==> src/rtl/spg_pkg.sv <==
// types and constants of the proportional step generator
// no dependencies; imported by every module of the block
`timescale 1ns / 1ps
`default_nettype none

package spg_pkg;

   // field widths
   localparam int POS_W   = 14;
   localparam int TGT_W   = 15;
   localparam int DT_W    = 16;
   localparam int GAIN_W  = 8;
   localparam int RATE_W  = 16;
   localparam int PULSE_W = 8;

   // internal magnitudes
   localparam int EMAG_W  = 15;   // |target - position| and |position + delta|
   localparam int RMAG_W  = 20;   // rate limit in 1/16 steps per second
   localparam int QUOT_W  = 8;    // whole steps kept by the divider
   localparam int DIVR_W  = 24;   // remainder of the step divider

   // accumulator units in one step (1/16 micro-step)
   localparam logic [DIVR_W-1:0] UNITS_PER_STEP = 24'd16000000;

   // control register port
   localparam int CSR_AW = 2;
   localparam int CSR_DW = 16;

   localparam logic [CSR_AW-1:0] CSR_GAIN          = 2'd0;
   localparam logic [CSR_AW-1:0] CSR_MAX_RATE      = 2'd1;
   localparam logic [CSR_AW-1:0] CSR_STEPS_PER_REV = 2'd2;
   localparam logic [CSR_AW-1:0] CSR_MAX_PULSES    = 2'd3;

   localparam logic [GAIN_W-1:0]  GAIN_RST          = 8'd80;
   localparam logic [RATE_W-1:0]  MAX_RATE_RST      = 16'd2000;
   localparam logic [POS_W-1:0]   STEPS_PER_REV_RST = 14'd1600;
   localparam logic [PULSE_W-1:0] MAX_PULSES_RST    = 8'd50;

   typedef struct packed {
      logic signed [TGT_W-1:0] target_position;
      logic [DT_W-1:0]         dt_us;
   } req_type;

   typedef struct packed {
      logic               direction;
      logic [PULSE_W-1:0] pulse_count;
      logic [POS_W-1:0]   position;
   } rsp_type;

   // load and shift strobes of one serial unit
   typedef struct packed {
      logic load;
      logic step;
   } unit_ctrl_type;

   typedef enum logic [2:0] {
      ST_IDLE,
      ST_ERR,
      ST_RATE,
      ST_SCALE,
      ST_SUM,
      ST_DIV,
      ST_POS,
      ST_OUT
   } state_type;

endpackage

`default_nettype wire

==> src/rtl/spg_mod_serial.sv <==
// bit-serial remainder unit: one numerator bit per cycle while step is set, against a 14-bit divisor
// depends on spg_pkg
`timescale 1ns / 1ps
`default_nettype none

module spg_mod_serial
   import spg_pkg::*;
(
   input  logic                clock,
   input  unit_ctrl_type       ctrl,
   input  logic [EMAG_W-1:0]   num,
   input  logic [POS_W-1:0]    den,
   output logic [POS_W-1:0]    rem
);

   logic [EMAG_W-1:0] num_ff, num_in;
   logic [POS_W-1:0]  rem_ff, rem_in;
   logic [POS_W:0]    trial;

   // restoring step: bring in the next numerator bit, subtract when it fits
   always_comb begin
      trial  = {rem_ff, num_ff[EMAG_W-1]};
      num_in = num_ff;
      rem_in = rem_ff;
      if (ctrl.load) begin
         num_in = num;
         rem_in = '0;
      end else if (ctrl.step) begin
         num_in = {num_ff[EMAG_W-2:0], 1'b0};
         if (trial >= {1'b0, den}) begin
            rem_in = POS_W'(trial - {1'b0, den});
         end else begin
            rem_in = trial[POS_W-1:0];
         end
      end
   end

   always_ff @(posedge clock) begin
      num_ff <= num_in;
      rem_ff <= rem_in;
   end

   assign rem = rem_ff;

endmodule

`default_nettype wire

==> src/rtl/spg_mul_serial.sv <==
// shift-add multiplier: one multiplier bit per cycle while step is set, product shifts right
// depends on spg_pkg
`timescale 1ns / 1ps
`default_nettype none

module spg_mul_serial
   import spg_pkg::*;
#(
   parameter int A_W = 14,
   parameter int B_W = 8
)
(
   input  logic                 clock,
   input  unit_ctrl_type        ctrl,
   input  logic [A_W-1:0]       a,
   input  logic [B_W-1:0]       b,
   output logic [A_W+B_W-1:0]   product
);

   logic [A_W-1:0] a_ff, a_in;
   logic [A_W-1:0] hi_ff, hi_in;
   logic [B_W-1:0] lo_ff, lo_in;
   logic [A_W:0]   partial;

   // add the multiplicand when the low bit is set, then shift the pair right
   always_comb begin
      partial = {1'b0, hi_ff} + (lo_ff[0] ? {1'b0, a_ff} : '0);
      a_in    = a_ff;
      hi_in   = hi_ff;
      lo_in   = lo_ff;
      if (ctrl.load) begin
         a_in  = a;
         hi_in = '0;
         lo_in = b;
      end else if (ctrl.step) begin
         hi_in = partial[A_W:1];
         lo_in = {partial[0], lo_ff[B_W-1:1]};
      end
   end

   always_ff @(posedge clock) begin
      a_ff  <= a_in;
      hi_ff <= hi_in;
      lo_ff <= lo_in;
   end

   assign product = {hi_ff, lo_ff};

endmodule

`default_nettype wire

==> src/rtl/spg_div_const.sv <==
// bit-serial divider by the units per step; keeps an 8-bit quotient and an overflow flag
// depends on spg_pkg
`timescale 1ns / 1ps
`default_nettype none

module spg_div_const
   import spg_pkg::*;
#(
   parameter int NUM_W = 40
)
(
   input  logic                clock,
   input  unit_ctrl_type       ctrl,
   input  logic [NUM_W-1:0]    num,
   output logic [QUOT_W-1:0]   quot,
   output logic                quot_ovf,
   output logic [DIVR_W-1:0]   rem
);

   logic [NUM_W-1:0]  num_ff, num_in;
   logic [DIVR_W-1:0] rem_ff, rem_in;
   logic [QUOT_W-1:0] quot_ff, quot_in;
   logic              ovf_ff, ovf_in;
   logic [DIVR_W:0]   trial;
   logic              fits;

   // one quotient bit per cycle while step is set; bits pushed past the top mark an overflow
   always_comb begin
      trial   = {rem_ff, num_ff[NUM_W-1]};
      fits    = trial >= {1'b0, UNITS_PER_STEP};
      num_in  = num_ff;
      rem_in  = rem_ff;
      quot_in = quot_ff;
      ovf_in  = ovf_ff;
      if (ctrl.load) begin
         num_in  = num;
         rem_in  = '0;
         quot_in = '0;
         ovf_in  = 1'b0;
      end else if (ctrl.step) begin
         num_in  = {num_ff[NUM_W-2:0], 1'b0};
         rem_in  = fits ? DIVR_W'(trial - {1'b0, UNITS_PER_STEP}) : trial[DIVR_W-1:0];
         quot_in = {quot_ff[QUOT_W-2:0], fits};
         ovf_in  = ovf_ff | quot_ff[QUOT_W-1];
      end
   end

   always_ff @(posedge clock) begin
      num_ff  <= num_in;
      rem_ff  <= rem_in;
      quot_ff <= quot_in;
      ovf_ff  <= ovf_in;
   end

   assign quot     = quot_ff;
   assign quot_ovf = ovf_ff;
   assign rem      = rem_ff;

endmodule

`default_nettype wire

==> src/rtl/stepper_proportional_step_generator_unit.sv <==
// a beat is taken in idle and runs through the error, rate, scale, sum, divide, position and output states
// one item at a time: no new beat is taken until the last one has left the output state
// the time goes in bit-serial passes: two 15-bit remainders, an 8-bit and a 16-bit
// multiply and an ACCUM_WIDTH-bit divide by 16,000,000, one bit per cycle each
// the output register frees the sequencer while a result waits to be taken
// reset (synchronous): position and accumulator to zero, registers to defaults, no beat held
`timescale 1ns / 1ps
`default_nettype none

module stepper_proportional_step_generator_unit
   import spg_pkg::*;
#(
   parameter int ACCUM_WIDTH = 40
)
(
   input  logic                clock,
   input  logic                reset,
   input  logic                req_valid,
   output logic                req_stall,
   input  req_type             req_data,
   output logic                rsp_valid,
   input  logic                rsp_stall,
   output rsp_type             rsp_data,
   input  logic                csr_wr_en,
   input  logic [CSR_AW-1:0]   csr_index,
   input  logic [CSR_DW-1:0]   csr_wdata
);

   localparam int PROD_W = RMAG_W + DT_W;
   localparam int SUM_W  = ((ACCUM_WIDTH > PROD_W + 1) ? ACCUM_WIDTH : PROD_W + 1) + 1;
   localparam int CNT_W  = $clog2(ACCUM_WIDTH + 1);

   // control state
   state_type               state_ff, state_in;
   logic [CNT_W-1:0]        cnt_ff, cnt_in;
   logic                    rsp_valid_ff, rsp_valid_in;

   // configuration
   logic [GAIN_W-1:0]       gain_ff;
   logic [RATE_W-1:0]       max_rate_ff;
   logic [POS_W-1:0]        spr_ff;
   logic [PULSE_W-1:0]      max_pulses_ff;

   // architectural state
   logic [POS_W-1:0]        cur_ff;
   logic [ACCUM_WIDTH-1:0]  acc_ff;

   // per-item working registers
   logic [EMAG_W-1:0]       err_mag_ff;
   logic                    err_neg_ff;
   logic [DT_W-1:0]         dt_ff;
   logic                    rneg_ff;
   logic [ACCUM_WIDTH-1:0]  sum_ff;
   logic                    sneg_ff;
   logic                    vneg_ff;
   logic                    dir_ff;
   logic [PULSE_W-1:0]      pulse_ff;
   rsp_type                 rsp_data_ff;

   // sequencer strobes
   unit_ctrl_type           mod_ctrl, mul1_ctrl, mul2_ctrl, div_ctrl;
   logic [CNT_W-1:0]        stage_len;
   logic                    stage_last;
   logic                    accept;
   logic                    out_free;

   // datapath
   logic [POS_W-1:0]        spr_eff;
   logic signed [TGT_W+1:0] err_raw;
   logic [TGT_W+1:0]        err_abs;
   logic [POS_W-1:0]        mod_rem;
   logic [EMAG_W-1:0]       mod_num;
   logic [POS_W:0]          rem_twice;
   logic                    wrap_over;
   logic [POS_W-1:0]        wrap_mag;
   logic [POS_W+GAIN_W-1:0] mul1_prod;
   logic [RMAG_W-1:0]       rate_lim;
   logic [RMAG_W-1:0]       rate_mag;
   logic [PROD_W-1:0]       mul2_prod;
   logic [SUM_W-1:0]        acc_ext;
   logic [SUM_W-1:0]        prod_ext;
   logic [SUM_W-1:0]        sum_wide;
   logic [SUM_W-ACCUM_WIDTH:0] sum_top;
   logic [ACCUM_WIDTH-1:0]  sum_sat;
   logic [ACCUM_WIDTH-1:0]  sum_mag;
   logic [QUOT_W-1:0]       div_quot;
   logic                    div_ovf;
   logic [DIVR_W-1:0]       div_rem;
   logic [ACCUM_WIDTH-1:0]  rem_ext;
   logic                    steps_nz;
   logic                    dir_new;
   logic [PULSE_W-1:0]      pulse_new;
   logic [POS_W+1:0]        pos_sum;
   logic [POS_W+1:0]        pos_abs;
   logic [POS_W-1:0]        pos_new;

   assign accept    = req_valid & ~req_stall;
   assign out_free  = ~rsp_valid_ff | ~rsp_stall;
   assign rsp_valid = rsp_valid_ff;
   assign rsp_data  = rsp_data_ff;

   // a zero revolution behaves as one step
   assign spr_eff = (spr_ff == '0) ? POS_W'(1) : spr_ff;

   // raw error at accept
   always_comb begin
      err_raw = {{2{req_data.target_position[TGT_W-1]}}, req_data.target_position}
              - {3'b000, cur_ff};
      err_abs = err_raw[TGT_W+1] ? -err_raw : err_raw;
   end

   // remainder unit serves the error wrap and the position fold
   assign mod_num = (state_ff == ST_ERR) ? err_mag_ff : pos_abs[EMAG_W-1:0];

   spg_mod_serial u_mod (
      .clock (clock),
      .ctrl  (mod_ctrl),
      .num   (mod_num),
      .den   (spr_eff),
      .rem   (mod_rem)
   );

   // wrap to half a revolution: beyond half, step back by one revolution
   always_comb begin
      rem_twice = {mod_rem, 1'b0};
      wrap_over = rem_twice > {1'b0, spr_eff};
      wrap_mag  = wrap_over ? spr_eff - mod_rem : mod_rem;
   end

   spg_mul_serial #(
      .A_W (POS_W),
      .B_W (GAIN_W)
   ) u_mul_rate (
      .clock   (clock),
      .ctrl    (mul1_ctrl),
      .a       (wrap_mag),
      .b       (gain_ff),
      .product (mul1_prod)
   );

   // rate saturation at max_rate in 1/16 steps per second
   always_comb begin
      rate_lim = {max_rate_ff, 4'b0000};
      rate_mag = (mul1_prod > {{(POS_W+GAIN_W-RMAG_W){1'b0}}, rate_lim})
               ? rate_lim : mul1_prod[RMAG_W-1:0];
   end

   spg_mul_serial #(
      .A_W (RMAG_W),
      .B_W (DT_W)
   ) u_mul_scale (
      .clock   (clock),
      .ctrl    (mul2_ctrl),
      .a       (rate_mag),
      .b       (dt_ff),
      .product (mul2_prod)
   );

   // signed accumulate with saturation to the accumulator range
   always_comb begin
      acc_ext  = {{(SUM_W-ACCUM_WIDTH){acc_ff[ACCUM_WIDTH-1]}}, acc_ff};
      prod_ext = {{(SUM_W-PROD_W){1'b0}}, mul2_prod};
      sum_wide = acc_ext + (prod_ext ^ {SUM_W{rneg_ff}}) + SUM_W'(rneg_ff);
      sum_top  = sum_wide[SUM_W-1:ACCUM_WIDTH-1];
      if ((&sum_top) | ~(|sum_top)) begin
         sum_sat = sum_wide[ACCUM_WIDTH-1:0];
      end else if (sum_wide[SUM_W-1]) begin
         sum_sat = {1'b1, {(ACCUM_WIDTH-1){1'b0}}};
      end else begin
         sum_sat = {1'b0, {(ACCUM_WIDTH-1){1'b1}}};
      end
      sum_mag = sum_ff[ACCUM_WIDTH-1] ? -sum_ff : sum_ff;
   end

   spg_div_const #(
      .NUM_W (ACCUM_WIDTH)
   ) u_div (
      .clock    (clock),
      .ctrl     (div_ctrl),
      .num      (sum_mag),
      .quot     (div_quot),
      .quot_ovf (div_ovf),
      .rem      (div_rem)
   );

   // whole steps, pulse clamp and the unfolded new position
   always_comb begin
      rem_ext   = {{(ACCUM_WIDTH-DIVR_W){1'b0}}, div_rem};
      steps_nz  = div_ovf | (|div_quot);
      dir_new   = steps_nz & ~sneg_ff;
      pulse_new = (div_ovf || (div_quot > max_pulses_ff)) ? max_pulses_ff : div_quot;
      if (dir_new) begin
         pos_sum = {2'b00, cur_ff} + {{(POS_W+2-PULSE_W){1'b0}}, pulse_new};
      end else begin
         pos_sum = {2'b00, cur_ff} - {{(POS_W+2-PULSE_W){1'b0}}, pulse_new};
      end
      pos_abs = pos_sum[POS_W+1] ? -pos_sum : pos_sum;
      pos_new = (vneg_ff && (mod_rem != '0)) ? spr_eff - mod_rem : mod_rem;
   end

   // next state
   always_comb begin
      state_in = state_ff;
      case (state_ff)
         ST_IDLE:  if (accept) state_in = ST_ERR;
         ST_ERR:   if (stage_last) state_in = ST_RATE;
         ST_RATE:  if (stage_last) state_in = ST_SCALE;
         ST_SCALE: if (stage_last) state_in = ST_SUM;
         ST_SUM:   state_in = ST_DIV;
         ST_DIV:   if (stage_last) state_in = ST_POS;
         ST_POS:   if (stage_last) state_in = ST_OUT;
         ST_OUT:   if (out_free) state_in = ST_IDLE;
         default:  state_in = ST_IDLE;
      endcase
   end

   // sequencer outputs: first cycle of a stage loads, the rest shift
   always_comb begin
      mod_ctrl  = '0;
      mul1_ctrl = '0;
      mul2_ctrl = '0;
      div_ctrl  = '0;
      req_stall = 1'b1;
      case (state_ff)
         ST_IDLE: begin
            stage_len = '0;
            req_stall = 1'b0;
         end
         ST_ERR: begin
            stage_len     = CNT_W'(EMAG_W);
            mod_ctrl.load = (cnt_ff == '0);
            mod_ctrl.step = (cnt_ff != '0);
         end
         ST_RATE: begin
            stage_len      = CNT_W'(GAIN_W);
            mul1_ctrl.load = (cnt_ff == '0);
            mul1_ctrl.step = (cnt_ff != '0);
         end
         ST_SCALE: begin
            stage_len      = CNT_W'(DT_W);
            mul2_ctrl.load = (cnt_ff == '0);
            mul2_ctrl.step = (cnt_ff != '0);
         end
         ST_DIV: begin
            stage_len     = CNT_W'(ACCUM_WIDTH);
            div_ctrl.load = (cnt_ff == '0);
            div_ctrl.step = (cnt_ff != '0);
         end
         ST_POS: begin
            stage_len     = CNT_W'(EMAG_W);
            mod_ctrl.load = (cnt_ff == '0);
            mod_ctrl.step = (cnt_ff != '0);
         end
         default: begin
            stage_len = '0;
         end
      endcase
      stage_last = (cnt_ff == stage_len);
   end

   // stage counter and result handshake
   always_comb begin
      cnt_in       = stage_last ? '0 : cnt_ff + 1'b1;
      rsp_valid_in = rsp_valid_ff & rsp_stall;
      if ((state_ff == ST_OUT) && out_free) begin
         rsp_valid_in = 1'b1;
      end
   end

   // control registers, configuration and architectural state
   always_ff @(posedge clock) begin
      if (reset) begin
         state_ff      <= ST_IDLE;
         cnt_ff        <= '0;
         rsp_valid_ff  <= 1'b0;
         gain_ff       <= GAIN_RST;
         max_rate_ff   <= MAX_RATE_RST;
         spr_ff        <= STEPS_PER_REV_RST;
         max_pulses_ff <= MAX_PULSES_RST;
         cur_ff        <= '0;
         acc_ff        <= '0;
      end else begin
         state_ff     <= state_in;
         cnt_ff       <= cnt_in;
         rsp_valid_ff <= rsp_valid_in;
         if (csr_wr_en) begin
            case (csr_index)
               CSR_GAIN:          gain_ff       <= csr_wdata[GAIN_W-1:0];
               CSR_MAX_RATE:      max_rate_ff   <= csr_wdata[RATE_W-1:0];
               CSR_STEPS_PER_REV: spr_ff        <= csr_wdata[POS_W-1:0];
               CSR_MAX_PULSES:    max_pulses_ff <= csr_wdata[PULSE_W-1:0];
               default: ;
            endcase
         end
         if (div_ctrl.load == 1'b0 && state_ff == ST_POS && cnt_ff == '0) begin
            acc_ff <= sneg_ff ? -rem_ext : rem_ext;
         end
         if ((state_ff == ST_OUT) && out_free) begin
            cur_ff <= pos_new;
         end
      end
   end

   // per-item working registers
   always_ff @(posedge clock) begin
      if (accept) begin
         err_mag_ff <= err_abs[EMAG_W-1:0];
         err_neg_ff <= err_raw[TGT_W+1];
         dt_ff      <= req_data.dt_us;
      end
      if (mul1_ctrl.load) begin
         rneg_ff <= err_neg_ff ^ wrap_over;
      end
      if (state_ff == ST_SUM) begin
         sum_ff <= sum_sat;
      end
      if (div_ctrl.load) begin
         sneg_ff <= sum_ff[ACCUM_WIDTH-1];
      end
      if ((state_ff == ST_POS) && mod_ctrl.load) begin
         vneg_ff  <= pos_sum[POS_W+1];
         dir_ff   <= dir_new;
         pulse_ff <= pulse_new;
      end
      if ((state_ff == ST_OUT) && out_free) begin
         rsp_data_ff.direction   <= dir_ff;
         rsp_data_ff.pulse_count <= pulse_ff;
         rsp_data_ff.position    <= pos_new;
      end
   end

endmodule

`default_nettype wire

==> config.mk <==
export PLATFORM = sky130hd
export DESIGN_NAME = stepper_proportional_step_generator_unit
export DESIGN_NICKNAME = d
export VERILOG_FILES = /design/src/rtl/spg_pkg.sv /design/src/rtl/spg_mod_serial.sv /design/src/rtl/spg_mul_serial.sv /design/src/rtl/spg_div_const.sv /design/src/rtl/stepper_proportional_step_generator_unit.sv
export SDC_FILE = /design/constraint.sdc
export NUM_CORES = 1
export LEC_CHECK = 0
export BUFFER_PORTS_ARGS = -buffer_cell sky130_fd_sc_hd__buf_2
export CORE_MARGIN = 5
export CORE_UTILIZATION = 65
export CTS_BUF_LIST = sky130_fd_sc_hd__clkbuf_2 sky130_fd_sc_hd__clkbuf_4 sky130_fd_sc_hd__clkbuf_8
export CTS_CLUSTER_SIZE = 24
export DETAILED_ROUTE_END_ITERATION = 7
export PLACE_DENSITY = 0.91
export SLEW_MARGIN = 20
export SYNTH_ARGS = -nofsm -noshare
export SYNTH_HDL_FRONTEND = slang
export SYNTH_SLANG_ARGS = --single-unit
==> constraint.sdc <==
create_clock -name clock -period 11.03 [get_ports clock]
set_input_delay 2.206 -clock clock [delete_from_list [all_inputs] [get_ports clock]]
set_output_delay 2.206 -clock clock [all_outputs]
set_load 0.03 [all_outputs]
==> results of run 1 <==
[worst min-delay path by stage]
stage,start,end,slack [ps],depth (start not counted)
floorplan,pulse_ff[0]$_DFFE_PP_,rsp_data[14]$_DFFE_PP_,400,0
global placement,pulse_ff[6]$_DFFE_PP_,rsp_data[20]$_DFFE_PP_,440,0
global route,pulse_ff[6]$_DFFE_PP_,rsp_data[20]$_DFFE_PP_,460,0
CTS,pulse_ff[6]$_DFFE_PP_,rsp_data[20]$_DFFE_PP_,450,0
finish,pulse_ff[6]$_DFFE_PP_,rsp_data[20]$_DFFE_PP_,450,0
detailed placement,pulse_ff[6]$_DFFE_PP_,rsp_data[20]$_DFFE_PP_,440,0
[flip-flops by register name (all words and copies together) (netlist names), 16 cells and up]
signal / flops
u_mul_scale.lo_ff: 16
sum_ff: 40
u_div.rem: 24
u_mul_scale.hi_ff: 20
max_rate_ff: 16
acc_ff: 40
dt_ff: 16
u_div.num_ff: 40
rsp_data: 23
u_mul_scale.a_ff: 20
[routing by layer]
layer	GRT usage [%]	share of wire (%)
met4	13.2	4.5
met2	49.7	50
met3	4.92	6.3
met5	0	0
met1	33.5	39
[placed cells by master, fill, tap and decap left out, drive strengths merged, types with 20 or more instances in the layout]
| cell type | instances |
|---|---|
| a21oi | 190 |
| nor2 | 171 |
| ha | 165 |
| o21ai | 190 |
| buf | 95 |
| a211oi | 39 |
| mux2 | 51 |
| nand2b | 23 |
| nor2b | 30 |
| nand2 | 310 |
| clkbuf | 94 |
| xor2 | 146 |
| o31ai | 40 |
| dfxtp | 191 |
| inv | 152 |
| edfxtp | 220 |
| a31oi | 20 |
| a21o | 63 |
| xnor2 | 76 |
| and2 | 47 |
| nand3 | 46 |
| nor3 | 36 |
| or3 | 25 |
| clkinv | 27 |
[worst max-delay path, cell delays in order (launching register included)]
cell      delay, ps
dfxtp_1         300
inv_1            60
ha_1            320
nor2b_1         140
o21a_1          150
o21ai_0         130
nand2b_1         70
a21oi_1         140
o21ai_0          80
a21oi_1         800
mux2_2          460
ha_1            210
inv_1            70
fa_1            200
nand2b_1         60
a21oi_1         210
o21bai_1         90
a21oi_1         190
o21bai_1         80
a21oi_1         540
or2_2           280
clkinv_1        230
a21o_1          240
o22ai_1         130
o21ai_0         120
[final cells by class]
class,count,area [sq um],share of cell area (%)
multi-input cells,1973,13300,49.5
flip-flops and latches,411,10400,38.7
clock buffers,94,1170,4.36
well taps,511,639,2.37
inverters,150,563,2.09
repair buffers,95,532,1.97
clock inverters,35,264,0.980
[kinds of logic (layout without fill, tap and decap cells)]
kind of cell	after synthesis	after routing	synth area share, %
multiplexers	70	70	3.09
adder cells (fa/ha/maj)	178	178	9.19
buffers and inverters	276	374	4.21
flip-flops	411	411	42.1
AND/OR/NAND/NOR	787	787	15.0
XOR/XNOR	222	222	7.88
AO/OA/AOI/OAI	716	716	18.5
[report_power, final]
group	total (mW)	switching, mW	leakage [nW]	internal (mW)
clock	1.42	0.649	0.766	0.773
combinational	2.81	1.71	6.75	1.10
sequential	2.22	0.201	3.57	2.02
==> results.json, run 1 <==
{
  "status": "finished, final reports clean",
  "netlist_instances": 2660,
  "io_pins": 79,
  "dp.cells": 3139,
  "initial_core_util_pct": 65.7,
  "die_y_microns": 205,
  "clkTransAtPathRegs_ps": 60,
  "grt_max_degree": 106,
  "setup_viol": 0,
  "cts-root-buf": "clkbuf_8",
  "hpwl_microns": 43100,
  "syn2layout_area_growth_pct": 8.77,
  "reg2reg_slack_ps": 5410,
  "place_ws_ps": 5600,
  "grt_pass1_wl_microns": 97200,
  "synth_edf_count": 220,
  "drive_gt1_share_pct": 11.5,
  "dr_total_vias": 20256,
  "grt_pass1_vias": 20010,
  "drt_iter0_markers": 1489,
  "slew_violations": 0,
  "fin_util_pct": 71.5,
  "grt_overflow_total": 0,
  "antenna_found_initial": 0,
  "max_freq_ghz": 0.178,
  "postCtsSetupBuffers": 0,
  "synth_nets": 2887,
  "synth-seq-cells": 411,
  "fin_nets": 2928,
  "viasPerCell": 6.20,
  "rows": 71,
  "clock_latency_ps": 650,
  "fin_area_sq_um": 26900,
  "die_area_sq_um": 42100,
  "rsz0062_at_grt": "false",
  "diodes": 0,
  "drc": 0,
  "slew_headroom_pct": 24.6,
  "fin_crit_ps": 5620,
  "synth-main-ff-cell": "edfxtp_1",
  "r2r_cells": 24,
  "yosysWarnings": 0,
  "yosys.area.top_type": "edfxtp_1",
  "drt-total-wl_microns": 60200,
  "fin_crit_sh_pct": 51.0,
  "reg2reg_from": "max_pulses_ff[1]$_SDFFE_PP1P_",
  "clock_sinks": 411,
  "endpoint": "u_mod.num_ff[9]$_DFFE_PP_",
  "routedWlPerCell_microns": 18.4,
  "n_fill_cell": 2700,
  "ctsHoldBuffers": 0,
  "portBuffers": 78,
  "ys_types": 86,
  "finalPower_mw": 6.46,
  "synthArstFlopShare_pct": 0,
  "cts_buffers": 70,
  "critPathKind": "register to register",
  "finalHoldViolCount": 0,
  "clock_path_buffers": 3,
  "critPathLaunch": "max_pulses_ff[1]$_SDFFE_PP1P_",
  "dpl_cell_area_sq_um": 25500,
  "die_w_microns": 205,
  "ys_seq_area_share_pct": 42.1,
  "grt_use_total_pct": 28.2,
  "synth_most_common_cell": "nand2_1",
  "maxCapViolCount": 0,
  "p_per_area_nw_per_um2": 240,
  "worstPathMaxFanout": 15,
  "firstDrtPassIters": 6,
  "leakage_nw": 11.1,
  "ant_nets": 0,
  "cts_tree": "built",
  "yosysTopAreaCellShare_pct": 26.7,
  "end_kind": "register",
  "hold_class": "register to register",
  "netlist_area_sq_um": 24800,
  "cts_max_level": 3,
  "vdd_ir_drop_max_v": 0.000205,
  "fin_cells": 3269,
  "postCtsResizedCells": 0,
  "avgSynthCellArea_sq_um": 9.31,
  "fin_ws_ps": 5410,
  "tightest_slew_ps": 1130,
  "core_sq_um": 37700,
  "r2r_end": "u_mod.num_ff[9]$_DFFE_PP_",
  "worstPathArrival_ps": 5940,
  "fin_skew_ps": 39.7,
  "yosys-top-cells-count": "nand2_1, edfxtp_1, dfxtp_1",
  "synth_area_leaders": "edfxtp_1, dfxtp_1, ha_1",
  "holdWs_ps": 453,
  "fin_setup_tns_ps": 0,
  "crit_required_ps": 11350,
  "finalWeightedCongestion": 0.978,
  "start_kind": "register"
}
Note: power is estimated with default switching activity, not from simulation.
==> run 2: changes to the inputs <==
- CORE_UTILIZATION: 65 -> 59
- PLACE_DENSITY: 0.91 -> 0.87
- clock period: 11.03 -> 5.1 ns (I/O delays scaled with it)
==> results.json, run 2 (synthesized netlist as in run 1, its figures left out) <==
{
  "end_kind": "register",
  "vdd_ir_drop_max_v": 0.000320,
  "max_freq_ghz": 0.215,
  "fin_nets": 2942,
  "core_sq_um": 41800,
  "final_cell_mix": "nand2_1, edfxtp_1, dfxtp_1, a21oi_1, o21ai_0",
  "clock_path_buffers": 3,
  "io_pins": 79,
  "reg2reg_from": "rneg_ff$_DFFE_PP_",
  "grt_use_total_pct": 25.0,
  "rsz0062_at_grt": "false",
  "mostFrequentLayoutCell": "nand2_1",
  "viasPerCell": 5.96,
  "clock_latency_ps": 650,
  "postCtsResizedCells": 0,
  "status": "finished, final reports clean",
  "hold_start": "pulse_ff[7]$_DFFE_PP_",
  "clock_sinks": 411,
  "start_kind": "register",
  "top_usage_layer": "met2",
  "dr_total_vias": 19733,
  "holdPathEnd": "rsp_data[21]$_DFFE_PP_",
  "firstDrtPassIters": 6,
  "syn2layout_area_growth_pct": 9.32,
  "clkTransAtPathRegs_ps": 60,
  "die_w_microns": 215,
  "diodes": 0,
  "grtUsageMet2_pct": 43.9,
  "grt_pass1_vias": 19408,
  "grt_max_degree": 82,
  "gr-usage-met3_pct": 4.45,
  "p_per_area_nw_per_um2": 514,
  "grt_overflow_total": 0,
  "fin_skew_ps": 30.3,
  "fin_crit_sh_pct": 91.0,
  "reg2reg_slack_ps": 460,
  "routedWlPerCell_microns": 17.9,
  "r2r_end": "sum_ff[35]$_DFFE_PP_",
  "leakage_nw": 11.2,
  "drc": 0,
  "hold_class": "register to register",
  "grt_pass1_wl_microns": 96400,
  "drive_gt1_share_pct": 12.0,
  "tightest_slew_ps": 1080,
  "fin_setup_tns_ps": 0,
  "reg_top3": "acc_ff (40), sum_ff (40), u_div.num_ff (40)",
  "crit_required_ps": 5450,
  "slew_headroom_pct": 27.9,
  "gr-usage-met1_pct": 30.9,
  "hpwl_microns": 43700,
  "cts-root-buf": "clkbuf_8",
  "postCtsSetupBuffers": 0,
  "fin_crit_ps": 4640,
  "maxCapViolCount": 0,
  "worstPathMaxFanout": 32,
  "initial_core_util_pct": 59.3,
  "finalHoldViolCount": 0,
  "critPathKind": "register to register",
  "setup_viol": 0,
  "ctsHoldBuffers": 0,
  "ant_nets": 0,
  "portBuffers": 78,
  "slew_violations": 0,
  "die_y_microns": 215,
  "min_path_cells": 0,
  "rows": 75,
  "worstPathArrival_ps": 4990,
  "r2r_cells": 13,
  "dp.cells": 3182,
  "drt_iter0_markers": 1503,
  "finalWeightedCongestion": 0.934,
  "cts_max_level": 3,
  "cts_buffers": 70,
  "drt-total-wl_microns": 59100,
  "fin_cells": 3309,
  "die_area_sq_um": 46200,
  "antenna_found_initial": 0,
  "cts_tree": "built"
}
run 2: cell count changes in the layout (fill, tap and decap cells not counted), sizes merged:
cell	previous run	this run
buf	95	109
bufinv	3	1
clkbuf	94	113
clkinv	27	11
inv	152	149
run 2: how the worst max path moves through the flow:
stage	from	to	slack, ps	cells after the start
2_1_floorplan	max_pulses_ff[1]$_SDFFE_PP1P_	u_mod.num_ff[11]$_DFFE_PP_	560	24
3_3_place_gp	max_pulses_ff[1]$_SDFFE_PP1P_	u_mod.num_ff[11]$_DFFE_PP_	510	25
3_5_place_dp	max_pulses_ff[1]$_SDFFE_PP1P_	u_mod.num_ff[11]$_DFFE_PP_	420	25
4_1_cts	u_div.quot[1]$_SDFFE_PP0P_	u_mod.num_ff[11]$_DFFE_PP_	400	24
5_1_grt	u_div.quot[1]$_SDFFE_PP0P_	u_mod.num_ff[9]$_DFFE_PP_	100	24
6_report	rneg_ff$_DFFE_PP_	sum_ff[35]$_DFFE_PP_	460	13
run 2: per-stage QoR:
stage                     util (%)  power (mW)  hold slack (ps)  instance area [sq um]  worst slack, ps
after floorplan                  -        9.25              400                  24800              558
after global placement        61.3        10.5              402                  25600              514
after detailed placement      61.3        10.7              407                  25600              415
after CTS                     64.8        13.9              420                  27100              402
after global routing          64.8        14.8              439                  27100              101
final                         64.8        13.9              424                  27100              459
run 2: where the power goes:
group / switching [mW] / leakage [nW] / total [mW] / internal, mW
registers: 0.430 / 3.57 / 4.80 / 4.37
logic: 3.64 / 6.81 / 6.03 / 2.40
clock network: 1.34 / 0.775 / 3.08 / 1.73
total: 5.41 / 11.2 / 13.9 / 8.50
run 2: cell type report:
type / count / area (sq um)
inverter: 150 / 563
timing repair buffer: 109 / 626
fill: 3225 / 14700
sequential: 411 / 10400
clock buffer: 113 / 1360
clock inverter: 14 / 101
tap: 539 / 674
multi-input combinational: 1973 / 13300
run 2: critical path, stage by stage, from the launching register on:
cell and delay (ps):
edfxtp_1 650, mux2_2 410, fa_1 440, a211oi_1 290, o21ai_0 230, o2111ai_1 340
and4_1 330, a2111oi_1 120, o21ai_0 330, a21oi_1 130, o221a_2 370, nor2_2 210
buf_4 330, o21ai_0 170
run 2: metal layers:
metal	part of all wire [%]	vias up
met3	5.7	154
li1	-	9669
met1	42	9283
met2	49	627
met5	0	-
met4	3.5	0
==> run 3: changes to the inputs <==
--- a/config.mk
+++ b/config.mk
@@ -17,2 +17,3 @@
 export SYNTH_HDL_FRONTEND = slang
+export SYNTH_HIERARCHICAL = 1
 export SYNTH_SLANG_ARGS = --single-unit
==> constraint.sdc (replaced) <==
create_clock -name clock -period 5.1 [get_ports clock]
set_input_delay 0.255 -clock clock [delete_from_list [all_inputs] [get_ports clock]]
set_output_delay 0.255 -clock clock [all_outputs]
set_load 0.03 [all_outputs]
==> results.json, run 3 <==
{
  "status": "finished, final reports clean",
  "grt_pass1_wl_microns": 108000,
  "fin_skew_ps": 32.7,
  "cpMostUsedCell": "o21ai_0",
  "routedWlPerCell_microns": 18.6,
  "syn2layout_area_growth_pct": 9.80,
  "leakage_nw": 11.4,
  "grt_max_degree": 70,
  "clock_path_buffers": 3,
  "dr_total_vias": 21930,
  "initial_core_util_pct": 59.2,
  "grt_use_total_pct": 25.9,
  "die_area_sq_um": 49600,
  "fin_util_pct": 65.0,
  "yosysTopAreaCellShare_pct": 24.7,
  "yosysWarnings": 6,
  "io_pins": 79,
  "cp_slowest_cell": "a2111oi_2",
  "finalHoldViolCount": 0,
  "worstPathMaxFanout": 11,
  "seq_area_sq_um": 10400,
  "mostFrequentLayoutCell": "nand2_1",
  "fin_crit_sh_pct": 93.9,
  "drt-total-wl_microns": 66200,
  "core_sq_um": 45100,
  "slowest_delay_ps": 480,
  "slew_violations": 0,
  "die_w_microns": 223,
  "rows": 78,
  "avgSynthCellArea_sq_um": 9.46,
  "diodes": 0,
  "path_delay_family": "compound AO/OA/AOI/OAI gates",
  "netlist_instances": 2823,
  "critPathKind": "register to register",
  "cp_num_buf_inv": 2,
  "final_cell_mix": "nand2_1, edfxtp_1, nor2_1, a21oi_1, dfxtp_1",
  "die_y_microns": 223,
  "p_per_area_nw_per_um2": 421,
  "hpwl_microns": 48500,
  "firstDrtPassIters": 6,
  "vdd_ir_drop_max_v": 0.000491,
  "end_kind": "register",
  "cts_max_level": 3,
  "clock_sinks": 411,
  "start_kind": "register",
  "n_fill_cell": 3496,
  "hold_start": "reset",
  "clock_latency_ps": 640,
  "worstPathArrival_ps": 5150,
  "ys_types": 108,
  "synth_nets": 3062,
  "slew_headroom_pct": 28.5,
  "tightest_slew_ps": 1070,
  "clkTransAtPathRegs_ps": 60,
  "viasPerCell": 6.16,
  "maxCapViolCount": 0,
  "synth_area_leaders": "edfxtp_1, dfxtp_1, ha_1",
  "drc": 0,
  "drive_gt1_share_pct": 14.1,
  "grt_overflow_total": 0,
  "portBuffers": 78,
  "cts_buffers": 68,
  "fin_cells": 3561,
  "grt_pass1_vias": 21786,
  "holdWs_ps": 85.8,
  "dp.cells": 3398,
  "synth_most_common_cell": "nand2_1",
  "drt_iter0_markers": 1733,
  "fin_crit_ps": 4790,
  "reg_top3": "acc_ff (40), sum_ff (40), u_div/num_ff (40)",
  "ant_nets": 0,
  "crit_required_ps": 5460,
  "cts-root-buf": "clkbuf_8",
  "critPathLaunch": "max_pulses_ff[1]$_SDFFE_PP1P_",
  "hold_class": "input pin to register",
  "synth_edf_count": 220,
  "synth-seq-cells": 411,
  "fin_nets": 3146,
  "synthArstFlopShare_pct": 0,
  "netlist_area_sq_um": 26700,
  "antenna_found_initial": 1,
  "worstPathCellList": "inv_1 -> ha_1 -> nor2b_1 -> o21a_1 -> o21ai_0 -> nand2b_1 -> a21oi_1 -> o21ai_0 -> a21oi_2 -> buf_6 -> nor2_1 -> a21o_1 -> ha_1 -> a21o_1 -> a21oi_1 -> o21ai_0 -> a2111oi_2 -> nor2_1 -> xor2_1 -> mux2i_1 -> and3_1 -> o31ai_1 -> mux2_2",
  "setup_viol": 0,
  "finalWeightedCongestion": 0.926,
  "yosys.area.top_type": "edfxtp_1",
  "reg2reg_from": "max_pulses_ff[1]$_SDFFE_PP1P_",
  "cts_tree": "built",
  "multi_input_area_sq_um": 15200,
  "yosys-top-cells-count": "nand2_1, edfxtp_1, nor2_1",
  "max_freq_ghz": 0.209,
  "ys_seq_area_share_pct": 39.1,
  "synth-main-ff-cell": "edfxtp_1"
}
-- run 3: cell types whose count changed after synthesis, moves of 13 or more --
| cell | before | now |
|---|---|---|
| xor2_1 | 145 | 93 |
| xnor2_1 | 76 | 113 |
| nor2_1 | 169 | 217 |
| inv_1 | 146 | 166 |
| mux2_2 | 51 | 108 |
| nand2_1 | 309 | 236 |
| clkbuf_1 | 111 | 88 |
| a22o_1 | 15 | 2 |
| o21ai_0 | 178 | 129 |
| mux2i_1 | 19 | 59 |
-- run 3: timing repair --
| item | CTS | global route |
|---|---|---|
| buffers inserted | 0 | 4 |
| hold buffers | 34 | 0 |
| endpoints found under the hold margin | 64 | 0 |
| gates resized for setup | 0 | 11 |
| endpoints found under the setup margin | 0 | 11 |
-- run 3: cell families (layout without fill, tap and decap cells) --
logic type               count (synthesis)  after routing  share of synthesized area (%)
buffers and inverters                  296            434                           4.52
flip-flops                             411            411                           39.1
adder cells (fa/ha/maj)                187            187                           8.97
XOR/XNOR                               206            206                           6.76
AO/OA/AOI/OAI                          730            730                           18.6
multiplexers                           168            168                           6.82
AND/OR/NAND/NOR                        825            825                           15.3
-- run 3: per-layer routing --
metal  track usage (%)  part of all wire [%]
met4              11.1                   4.2
met3              4.02                   5.7
met5                 0                 0.020
met1              31.6                    40
met2              45.5                    50
-- run 3: area by class of cell --
class,count,area share (%)
clock buffers,100,4.20
multi-input cells,2116,51.7
inverters,167,2.15
clock inverters,24,0.546
repair buffers,143,3.29
well taps,600,2.56
flip-flops and latches,411,35.6
-- run 3: worst register-to-register path, stage by stage, from the launching register on --
cell and delay, ps:
dfxtp_1 310, inv_1 60, ha_1 300, nor2b_1 130, o21a_1 150, o21ai_0 140
nand2b_1 80, a21oi_1 140, o21ai_0 110, a21oi_2 190, buf_6 160, nor2_1 60
a21o_1 200, ha_1 310, a21o_1 190, a21oi_1 220, o21ai_0 190, a2111oi_2 490
nor2_1 110, xor2_1 170, mux2i_1 260, and3_1 200, o31ai_1 70, mux2_2 300
-- run 3: worst paths after layout --
check | cells after the start | endpoint | slack [ps]
worst max-delay path | 23 | u_mod/num_ff[7]$_DFFE_PP_ | 310
worst min-delay path | 2 | rsp_valid$_SDFF_PP0_ | 90
worst max register to register | 23 | u_mod/num_ff[7]$_DFFE_PP_ | 310
worst min register to register | 0 | rsp_data[19]$_DFFE_PP_ | 420
-- run 3: stage by stage --
step	TNS (ps)	cell area (sq um)	power (mW)	setup slack [ps]
3_5_place_dp	0	27500	9.28	199
6_report	0	29300	12.4	309
4_1_cts	0	29200	12.3	172
2_1_floorplan	0	26700	8.14	518
3_3_place_gp	0	27500	9.06	338
5_1_grt	-42.2	29300	13.1	-42.2
-- run 3: power breakdown --
| part | internal [mW] | switching [mW] | total (mW) |
|---|---|---|---|
| clock network | 1.61 | 1.36 | 2.97 |
| logic | 1.92 | 2.85 | 4.77 |
| registers | 4.15 | 0.466 | 4.61 |
